===== src/rtl/ppd_pkg.sv =====
// ----------------------------------------------------------------------------
// Periodic priority task dispatcher package
// Shared constants, operation and status codes, and word types.
// ----------------------------------------------------------------------------
package ppd_pkg;

   localparam int TASK_SLOTS_DEF = 16;
   localparam logic [31:0] STATS_WINDOW = 32'd5000;

   localparam logic [2:0] OP_ADD      = 3'd0;
   localparam logic [2:0] OP_TICK     = 3'd1;
   localparam logic [2:0] OP_DISPATCH = 3'd2;
   localparam logic [2:0] OP_START    = 3'd3;
   localparam logic [2:0] OP_STOP     = 3'd4;

   localparam logic [1:0] ST_DONE    = 2'd0;
   localparam logic [1:0] ST_FULL    = 2'd1;
   localparam logic [1:0] ST_STOPPED = 2'd2;
   localparam logic [1:0] ST_NONE    = 2'd3;

   typedef struct packed {
      logic [2:0]  operation;
      logic [7:0]  task_priority;
      logic [31:0] task_period;
   } req_type;

   typedef struct packed {
      logic [1:0]  status;
      logic        task_chosen;
      logic [3:0]  task_index;
      logic [4:0]  tasks_held;
      logic [31:0] dispatch_total;
      logic [31:0] idle_total;
      logic [31:0] time_now;
   } rsp_type;

   typedef struct packed {
      logic [7:0]  prio;
      logic [31:0] period;
      logic [31:0] last_run;
      logic        completed;
   } entry_type;

   typedef struct packed {
      logic      done;
      logic      found;
      entry_type best;
   } scan_rsp_type;

endpackage


===== src/rtl/ppd_ram.sv =====
// ----------------------------------------------------------------------------
// Generic single-port-write RAM
// One write port and one read port with registered read data.
// ----------------------------------------------------------------------------
module ppd_ram #(
   parameter int WIDTH = 8,
   parameter int DEPTH = 16,
   localparam int ADDR_W = $clog2(DEPTH)
) (
   input  logic              clock,
   input  logic              wr_en,
   input  logic [ADDR_W-1:0] wr_addr,
   input  logic [WIDTH-1:0]  wr_data,
   input  logic              rd_en,
   input  logic [ADDR_W-1:0] rd_addr,
   output logic [WIDTH-1:0]  rd_data
);

   logic [WIDTH-1:0] mem_ff [DEPTH];
   logic [WIDTH-1:0] rd_data_ff;

   always_ff @(posedge clock) begin
      if (wr_en) begin
         mem_ff[wr_addr] <= wr_data;
      end
      if (rd_en) begin
         rd_data_ff <= mem_ff[rd_addr];
      end
   end

   assign rd_data = rd_data_ff;

endmodule


===== src/rtl/ppd_scan.sv =====
// ----------------------------------------------------------------------------
// Dispatch scan unit
// Reads the task table one entry per cycle and keeps the best ready task.
// ----------------------------------------------------------------------------
module ppd_scan import ppd_pkg::*; #(
   parameter int TASK_SLOTS = TASK_SLOTS_DEF,
   localparam int SLOT_W = $clog2(TASK_SLOTS),
   localparam int CNT_W = $clog2(TASK_SLOTS + 1)
) (
   input  logic              clock,
   input  logic              reset,
   input  logic              start,
   input  logic [CNT_W-1:0]  count,
   input  logic [31:0]       tick_time,
   output logic              rd_en,
   output logic [SLOT_W-1:0] rd_addr,
   input  entry_type         rd_data,
   output scan_rsp_type      result,
   output logic [SLOT_W-1:0] best_index
);

   logic              active_ff, active_in;
   logic [SLOT_W-1:0] addr_ff, addr_in;
   logic [SLOT_W-1:0] last_addr_ff, last_addr_in;
   logic              pend_ff, pend_in;
   logic              plast_ff, plast_in;
   logic [SLOT_W-1:0] pidx_ff, pidx_in;
   logic              found_ff, found_in;
   entry_type         best_ff, best_in;
   logic [SLOT_W-1:0] best_idx_ff, best_idx_in;
   logic              done_ff, done_in;

   logic [CNT_W-1:0]  count_m1;
   logic [31:0]       elapsed;
   logic              eligible;
   logic              better;

   always_comb begin
      count_m1 = count - CNT_W'(1);
      elapsed  = tick_time - rd_data.last_run;
      eligible = !rd_data.completed && (elapsed >= rd_data.period);
      better   = !found_ff || (rd_data.prio < best_ff.prio);

      active_in    = active_ff;
      addr_in      = addr_ff;
      last_addr_in = last_addr_ff;
      found_in     = found_ff;
      best_in      = best_ff;
      best_idx_in  = best_idx_ff;

      if (start) begin
         active_in    = (count != '0);
         addr_in      = '0;
         found_in     = 1'b0;
         last_addr_in = count_m1[SLOT_W-1:0];
      end else if (active_ff) begin
         addr_in = addr_ff + SLOT_W'(1);
         if (addr_ff == last_addr_ff) begin
            active_in = 1'b0;
         end
      end

      pend_in  = active_ff;
      pidx_in  = addr_ff;
      plast_in = (addr_ff == last_addr_ff);

      if (pend_ff && eligible && better) begin
         found_in    = 1'b1;
         best_in     = rd_data;
         best_idx_in = pidx_ff;
      end

      done_in = (start && (count == '0)) || (pend_ff && plast_ff);
   end

   always_ff @(posedge clock) begin
      if (reset) begin
         active_ff <= 1'b0;
         pend_ff   <= 1'b0;
         found_ff  <= 1'b0;
         done_ff   <= 1'b0;
      end else begin
         active_ff <= active_in;
         pend_ff   <= pend_in;
         found_ff  <= found_in;
         done_ff   <= done_in;
      end
      addr_ff      <= addr_in;
      last_addr_ff <= last_addr_in;
      plast_ff     <= plast_in;
      pidx_ff      <= pidx_in;
      best_ff      <= best_in;
      best_idx_ff  <= best_idx_in;
   end

   assign rd_en        = active_ff;
   assign rd_addr      = addr_ff;
   assign result.done  = done_ff;
   assign result.found = found_ff;
   assign result.best  = best_ff;
   assign best_index   = best_idx_ff;

endmodule


===== src/rtl/periodic_priority_task_dispatcher.sv =====
// ----------------------------------------------------------------------------
// Periodic priority task dispatcher
// Task table in RAM, tick counter, running flag and dispatch statistics.
// ----------------------------------------------------------------------------
// Add, tick, start, stop, unused codes and a dispatch while stopped go from
// the idle state straight to the finish state, which registers the response
// word. A dispatch while running first reads the task table once in the scan
// state, one entry per cycle through the single RAM read port. One word is in
// work at a time; a new request word is taken while the previous response
// word still waits.
// ----------------------------------------------------------------------------
module periodic_priority_task_dispatcher import ppd_pkg::*; #(
   parameter int TASK_SLOTS = TASK_SLOTS_DEF
) (
   input  logic    clock,
   input  logic    reset,
   input  logic    req_valid,
   output logic    req_ready,
   input  req_type req_data,
   output logic    rsp_valid,
   input  logic    rsp_ready,
   output rsp_type rsp_data
);

   localparam int SLOT_W = $clog2(TASK_SLOTS);
   localparam int CNT_W = $clog2(TASK_SLOTS + 1);

   localparam logic [1:0] S_IDLE   = 2'd0;
   localparam logic [1:0] S_SCAN   = 2'd1;
   localparam logic [1:0] S_FINISH = 2'd2;

   logic [1:0]       state_ff, state_in;
   logic [31:0]      tick_ff, tick_in;
   logic             running_ff, running_in;
   logic [CNT_W-1:0] count_ff, count_in;
   logic [31:0]      disp_ff, disp_in;
   logic [31:0]      idle_ff, idle_in;
   logic [31:0]      mark_ff, mark_in;
   rsp_type          res_ff, res_in;
   logic             rsp_valid_ff, rsp_valid_in;
   rsp_type          rsp_data_ff, rsp_data_in;

   logic              accept;
   logic              scan_start;
   scan_rsp_type      scan_rsp;
   logic [SLOT_W-1:0] best_index;
   logic              ram_rd_en;
   logic [SLOT_W-1:0] ram_rd_addr;
   entry_type         ram_rd_data;
   logic              ram_wr_en;
   logic [SLOT_W-1:0] ram_wr_addr;
   entry_type         ram_wr_data;

   logic              load_res;
   logic [1:0]        status_v;
   logic              chosen_v;
   logic [SLOT_W-1:0] index_v;
   logic [SLOT_W+3:0] index_ext;
   logic [CNT_W+4:0]  count_ext;

   assign req_ready = (state_ff == S_IDLE);
   assign accept    = req_valid && req_ready;

   always_comb begin
      state_in     = state_ff;
      tick_in      = tick_ff;
      running_in   = running_ff;
      count_in     = count_ff;
      disp_in      = disp_ff;
      idle_in      = idle_ff;
      mark_in      = mark_ff;
      rsp_valid_in = rsp_valid_ff && !rsp_ready;
      rsp_data_in  = rsp_data_ff;
      scan_start   = 1'b0;
      ram_wr_en    = 1'b0;
      ram_wr_addr  = count_ff[SLOT_W-1:0];
      ram_wr_data  = '{prio: req_data.task_priority, period: req_data.task_period,
                       last_run: 32'd0, completed: 1'b0};
      load_res     = 1'b0;
      status_v     = ST_DONE;
      chosen_v     = 1'b0;
      index_v      = '0;

      unique case (state_ff)
         S_IDLE: begin
            if (accept) begin
               load_res = 1'b1;
               state_in = S_FINISH;
               case (req_data.operation)
                  OP_ADD: begin
                     if (count_ff == CNT_W'(TASK_SLOTS)) begin
                        status_v = ST_FULL;
                     end else begin
                        ram_wr_en = 1'b1;
                        index_v   = count_ff[SLOT_W-1:0];
                        count_in  = count_ff + CNT_W'(1);
                     end
                  end
                  OP_TICK: begin
                     tick_in = tick_ff + 32'd1;
                  end
                  OP_DISPATCH: begin
                     if (!running_ff) begin
                        status_v = ST_STOPPED;
                     end else begin
                        scan_start = 1'b1;
                        load_res   = 1'b0;
                        state_in   = S_SCAN;
                     end
                  end
                  OP_START: begin
                     if (!running_ff) begin
                        running_in = 1'b1;
                        tick_in    = 32'd0;
                     end
                  end
                  OP_STOP: begin
                     running_in = 1'b0;
                  end
                  default: begin
                  end
               endcase
            end
         end
         S_SCAN: begin
            if (scan_rsp.done) begin
               load_res = 1'b1;
               state_in = S_FINISH;
               if (scan_rsp.found) begin
                  ram_wr_en   = 1'b1;
                  ram_wr_addr = best_index;
                  ram_wr_data = '{prio: scan_rsp.best.prio, period: scan_rsp.best.period,
                                  last_run: tick_ff,
                                  completed: (scan_rsp.best.period == 32'd0)};
                  disp_in     = disp_ff + 32'd1;
                  chosen_v    = 1'b1;
                  index_v     = best_index;
               end else begin
                  idle_in  = idle_ff + 32'd1;
                  status_v = ST_NONE;
               end
               if ((tick_ff - mark_ff) >= STATS_WINDOW) begin
                  mark_in = tick_ff;
                  idle_in = 32'd0;
               end
            end
         end
         S_FINISH: begin
            if (!rsp_valid_ff || rsp_ready) begin
               rsp_valid_in = 1'b1;
               rsp_data_in  = res_ff;
               state_in     = S_IDLE;
            end
         end
         default: begin
            state_in = S_IDLE;
         end
      endcase

      index_ext = {4'd0, index_v};
      count_ext = {5'd0, count_in};
      res_in    = res_ff;
      if (load_res) begin
         res_in.status         = status_v;
         res_in.task_chosen    = chosen_v;
         res_in.task_index     = index_ext[3:0];
         res_in.tasks_held     = count_ext[4:0];
         res_in.dispatch_total = disp_in;
         res_in.idle_total     = idle_in;
         res_in.time_now       = tick_in;
      end
   end

   always_ff @(posedge clock) begin
      if (reset) begin
         state_ff     <= S_IDLE;
         tick_ff      <= 32'd0;
         running_ff   <= 1'b0;
         count_ff     <= '0;
         disp_ff      <= 32'd0;
         idle_ff      <= 32'd0;
         mark_ff      <= 32'd0;
         rsp_valid_ff <= 1'b0;
      end else begin
         state_ff     <= state_in;
         tick_ff      <= tick_in;
         running_ff   <= running_in;
         count_ff     <= count_in;
         disp_ff      <= disp_in;
         idle_ff      <= idle_in;
         mark_ff      <= mark_in;
         rsp_valid_ff <= rsp_valid_in;
      end
      res_ff      <= res_in;
      rsp_data_ff <= rsp_data_in;
   end

   assign rsp_valid = rsp_valid_ff;
   assign rsp_data  = rsp_data_ff;

   ppd_scan #(
      .TASK_SLOTS(TASK_SLOTS)
   ) u_scan (
      .clock     (clock),
      .reset     (reset),
      .start     (scan_start),
      .count     (count_ff),
      .tick_time (tick_ff),
      .rd_en     (ram_rd_en),
      .rd_addr   (ram_rd_addr),
      .rd_data   (ram_rd_data),
      .result    (scan_rsp),
      .best_index(best_index)
   );

   ppd_ram #(
      .WIDTH($bits(entry_type)),
      .DEPTH(TASK_SLOTS)
   ) u_table (
      .clock  (clock),
      .wr_en  (ram_wr_en),
      .wr_addr(ram_wr_addr),
      .wr_data(ram_wr_data),
      .rd_en  (ram_rd_en),
      .rd_addr(ram_rd_addr),
      .rd_data(ram_rd_data)
   );

   a_done_in_scan: assert property (@(posedge clock) disable iff (reset)
      scan_rsp.done |-> (state_ff == S_SCAN))
      else $error("Scan completion outside a dispatch.");

   a_count_bound: assert property (@(posedge clock) disable iff (reset)
      count_ff <= CNT_W'(TASK_SLOTS))
      else $error("Task count beyond table size.");

   a_write_source: assert property (@(posedge clock) disable iff (reset)
      ram_wr_en |-> accept || (state_ff == S_SCAN && scan_rsp.done && scan_rsp.found))
      else $error("Table written outside an add or a dispatch.");

   a_dispatch_count: assert property (@(posedge clock) disable iff (reset)
      (state_ff == S_SCAN && scan_rsp.done && scan_rsp.found)
      |=> disp_ff == $past(disp_ff) + 32'd1)
      else $error("Dispatch total not advanced after a pick.");

   a_no_read_idle: assert property (@(posedge clock) disable iff (reset)
      ram_rd_en |-> (state_ff == S_SCAN))
      else $error("Table read outside a dispatch scan.");

endmodule


===== config.mk =====
export PLATFORM = sky130hd
export DESIGN_NAME = periodic_priority_task_dispatcher
export DESIGN_NICKNAME = d
export VERILOG_FILES = /design/src/rtl/ppd_pkg.sv /design/src/rtl/ppd_ram.sv /design/src/rtl/ppd_scan.sv /design/src/rtl/periodic_priority_task_dispatcher.sv
export SDC_FILE = /design/constraint.sdc
export NUM_CORES = 2
export LEC_CHECK = 0
export BUFFER_PORTS_ARGS = -buffer_cell sky130_fd_sc_hd__buf_4
export CAP_MARGIN = 10
export CORE_AREA = 2 2 316 349
export DETAILED_ROUTE_END_ITERATION = 16
export DIE_AREA = 0 0 318 351
export GPL_TIMING_DRIVEN = 0
export PLACE_DENSITY = 0.79
export SLEW_MARGIN = 0
export SYNTH_ARGS = -nofsm -noshare
export SYNTH_HDL_FRONTEND = slang
export SYNTH_SLANG_ARGS = --single-unit

===== constraint.sdc =====
create_clock -name clock -period 21.1 [get_ports clock]
set_input_delay 1.055 -clock clock [delete_from_list [all_inputs] [get_ports clock]]
set_output_delay 1.055 -clock clock [all_outputs]
set_load 0.02 [all_outputs]

==> impl_metrics.yaml <==
run_status:
  status: "completed"
cells_and_area:
  nets: 4275
  area_delta_synth_final_pct: 14.41
  utilization_pct: 70.46
  drive_above_1_share_pct: 21.64
synthesis:
  yosysSeqAreaShare_pct: 72.32
  synth_top_flop_cell: "edfxtp_1"
  synth_edf_count: 1505
  syn_inst: 3706
  synth_seq_cells: 1655
  synth_cell_type_count: 77
  syn_area_um2: 66640
  synth_nets: 3863
  yosysWarnings: 0
  ys_async_sr_fraction_pct: 0
  synth.avg_cell_area_um2: 17.98
timing:
  hold_viol_final: 0
  worst_slew_pin_slew_ns: 1.341
  max_slew_margin_pct: 10.63
  grt_setup_unrepaired: "no"
  period_needed_ns: 6.552
  fin_worst_skew_ns: 0.03814
  setup-tns-final_ns: 0
  drv_slew: 0
  fin_crit_sh_pct: 31.05
  setup_violations: 0
  fmax_mhz: 152.6
worst_setup_path:
  endpoint_kind: "flop"
  path_class: "reg2reg"
  critPathBufInv: 3
  path_cells: "inv_1 -> ha_1 -> nor2b_1 -> o2111ai_1 -> a211o_1 -> a21oi_1 -> o211ai_1 -> a2111oi_0 -> o21ai_0 -> a21boi_0 -> o21a_1 -> nor2_1 -> xnor2_1 -> ha_1 -> nand4_1 -> nor2_1 -> and3_1 -> o311ai_0 -> a31oi_1 -> o31ai_1 -> inv_2 -> buf_12"
  crit_slowest_cell: "o31ai_1"
  cp-start-kind: "flop"
  slowest_delay_ns: 0.80
  cp_max_fo: 35
  arrival_ns: 7.02
  critical-path-top-delay-family: "compound AO/OA/AOI/OAI gates"
  required_ns: 21.57
cts:
  cts.sinks: 1655
  cts_hold_buf: 0
  cts_resized: 0
  clk_pin_slew_ns: 0.06
  clock-root-buffer: "clkbuf_16"
  cts_tree: "yes"
  cts_setup_buffers: 0
  cts-buffers-inserted: 156
  clockBufferDepth: 3
  worst_skew_pair.late_latency_ns: 0.78
  h-tree-depth: 4
floorplan:
  row_count: 127
  initial_core_util_pct: 61.58
  io_pins: 157
  core-area_um2: 108200
  die_height_um: 351
  dieArea_um2: 111600
  die_w_um: 318
global_route:
  grt_usage_pct: 31.02
  grt_pass1_wl_mm: 249.6
  grt_pass1_vias: 37850
  overflow: 0
  grt_max_degree: 42
  antenna_found_initial: 6
power:
  total_leakage_power_nw: 26.81
  power_density_nw_per_um2: 90.41
  peakVddDrop_mv: 0.08428
placement:
  place.gp.congestion: 0.8979
  io_buffers: 154
  dp_hpwl_mm: 107.6
detailed_routing:
  drt-total-wl_mm: 171.3
  drtIter0Drc: 5506
  vias: 37490
  antenna_left: 0
  drc_errors: 0
  firstDrtPassIters: 6
  via_per_inst: 6.620
  wire_per_inst_um: 30.25
min_path:
  hp-class: "reg2reg"
flow_run:
  cap_violations: 0
## path summary, 6_finish.rpt
| check | start | to | slack (ns) | cells after the start |
|---|---|---|---|---|
| min reg2reg | res_ff[56]$_DFFE_PP_ | rsp_data[56]$_DFFE_PP_ | 0.40 | 0 |
| max | tick_ff[0]$_SDFF_PP0_ | u_scan.result[35]$_DFFE_PP_ | 14.55 | 22 |
| max reg2reg | tick_ff[0]$_SDFF_PP0_ | u_scan.result[35]$_DFFE_PP_ | 14.55 | 22 |
| min | res_ff[56]$_DFFE_PP_ | rsp_data[56]$_DFFE_PP_ | 0.40 | 0 |
## through the flow
stage	power (W)	instance area, µm²	hold WS (ns)	std cells	setup WS [ns]
after CTS	0.006914	76170	0.3978	5656	14.74
after global placement	0.004220	69570	0.3689	5279	5.599
after global routing	0.007052	76240	0.4093	5662	14.24
final	0.006893	76240	0.4038	5663	14.55
after floorplan	0.004049	66640	0.3529	3706	11.44
after detailed placement	0.004229	71290	0.3707	5373	14.92
## state kept, by name, indices dropped and copies added, names as in the netlist, 5 cells and up
signal           count
rsp_data           108
count_ff             5
res_ff             108
mark_ff             32
idle_ff             32
tick_ff             32
u_scan.result       40
disp_ff             32
u_table.mem_ff    1168
u_table.rd_data     73
## cells in the mapped netlist, types with 5 or more instances
cell / number / area [µm²]
nor4_1: 24 / 150.1
and2_1: 42 / 262.8
nor2b_1: 83 / 519.3
buf_1: 29 / 108.9
mux4_2: 365 / 8220
ha_1: 108 / 1351
nand4_1: 30 / 187.7
nor3_1: 41 / 205.2
o21bai_1: 6 / 45.04
xnor2_1: 59 / 516.8
edfxtp_1: 1505 / 45190
o211ai_1: 6 / 45.04
a21oi_1: 70 / 350.3
dfxtp_1: 150 / 3003
and3_1: 30 / 187.7
nand3_1: 57 / 285.3
nand2_1: 237 / 889.6
nor3_2: 31 / 310.3
or3_1: 6 / 37.54
o31ai_1: 11 / 82.58
buf_2: 7 / 35.03
nor2_1: 133 / 499.2
nor3b_1: 7 / 52.55
a31oi_1: 17 / 106.4
clkbuf_1: 104 / 390.4
a211oi_1: 10 / 75.07
inv_1: 134 / 503.0
a21boi_0: 6 / 45.04
a21o_1: 34 / 255.2
a211o_1: 5 / 43.79
o21ai_0: 91 / 455.4
o21a_1: 9 / 67.56
xor2_1: 55 / 481.7
mux2i_1: 37 / 370.4
nand2b_1: 82 / 513.0
and4_1: 7 / 61.31
## final cells by class
cell class | instances | area [µm²]
clock inverters | 79 | 694.4
inverters | 134 | 503.0
fillers | 6326 | 31970
diodes | 1 | 2.502
plain buffers | 146 | 594.3
multi-input cells | 1771 | 17480
well taps | 1419 | 1775
flip-flops and latches | 1655 | 48200
clock buffers | 204 | 4185
repair buffers | 254 | 2806
## per-layer routing
layer  GRT usage [%]  vias up  share of wire [%]
met4           14.44        2                4.8
met1           40.32    18800                 35
met3           5.970      476                 11
met2           51.40     2768                 49
li1                -    15440                  -
met5               0        -             0.0082
## worst register-to-register path, stage by stage (launching register included)
cell	delay, ns
dfxtp_1	0.43
inv_1	0.25
ha_1	0.30
nor2b_1	0.16
o2111ai_1	0.15
a211o_1	0.37
a21oi_1	0.20
o211ai_1	0.19
a2111oi_0	0.45
o21ai_0	0.17
a21boi_0	0.43
o21a_1	0.17
nor2_1	0.05
xnor2_1	0.51
ha_1	0.38
nand4_1	0.10
nor2_1	0.06
and3_1	0.19
o311ai_0	0.10
a31oi_1	0.11
o31ai_1	0.80
inv_2	0.35
buf_12	0.29
## logic make-up after synthesis
logic type	synth area share, %
adder cells (fa/ha/maj)	2.088
flip-flops	72.32
multiplexers	12.91
AND/OR/NAND/NOR	6.431
XOR/XNOR	1.498
buffers and inverters	1.647
AO/OA/AOI/OAI	3.105
## cell usage in the layout (no fill, tap or decap), drive strengths merged, types with 5 or more instances in the layout
cell type | synthesis | final
a21boi | 7 | 7
a31oi | 17 | 17
nand2b | 82 | 82
inv | 134 | 145
bufinv | 0 | 7
mux4 | 365 | 365
a21oi | 71 | 71
and3 | 30 | 30
ha | 108 | 108
nor2b | 83 | 83
nor2 | 133 | 133
nand3 | 57 | 57
nor4 | 25 | 25
and2 | 43 | 43
nand2 | 237 | 237
or3 | 6 | 6
mux2i | 37 | 37
xor2 | 55 | 55
o211ai | 6 | 6
edfxtp | 1505 | 1505
dfxtp | 150 | 150
a211oi | 11 | 11
a21o | 34 | 34
clkinv | 0 | 58
and4 | 7 | 7
nand4 | 30 | 30
clkbuf | 104 | 310
o21bai | 6 | 6
o31ai | 11 | 11
o21ai | 95 | 95
buf | 42 | 293
a211o | 5 | 5
nor3 | 72 | 72
a2111oi | 6 | 6
nor3b | 7 | 7
xnor2 | 59 | 59
o21a | 9 | 9
## power breakdown
group | switching [W] | internal, W
logic | 0.000319 | 0.000246
registers | 0.0000116 | 0.00360
clock network | 0.00122 | 0.00150
total | 0.00155 | 0.00534
(Power assumes the default switching activity.)
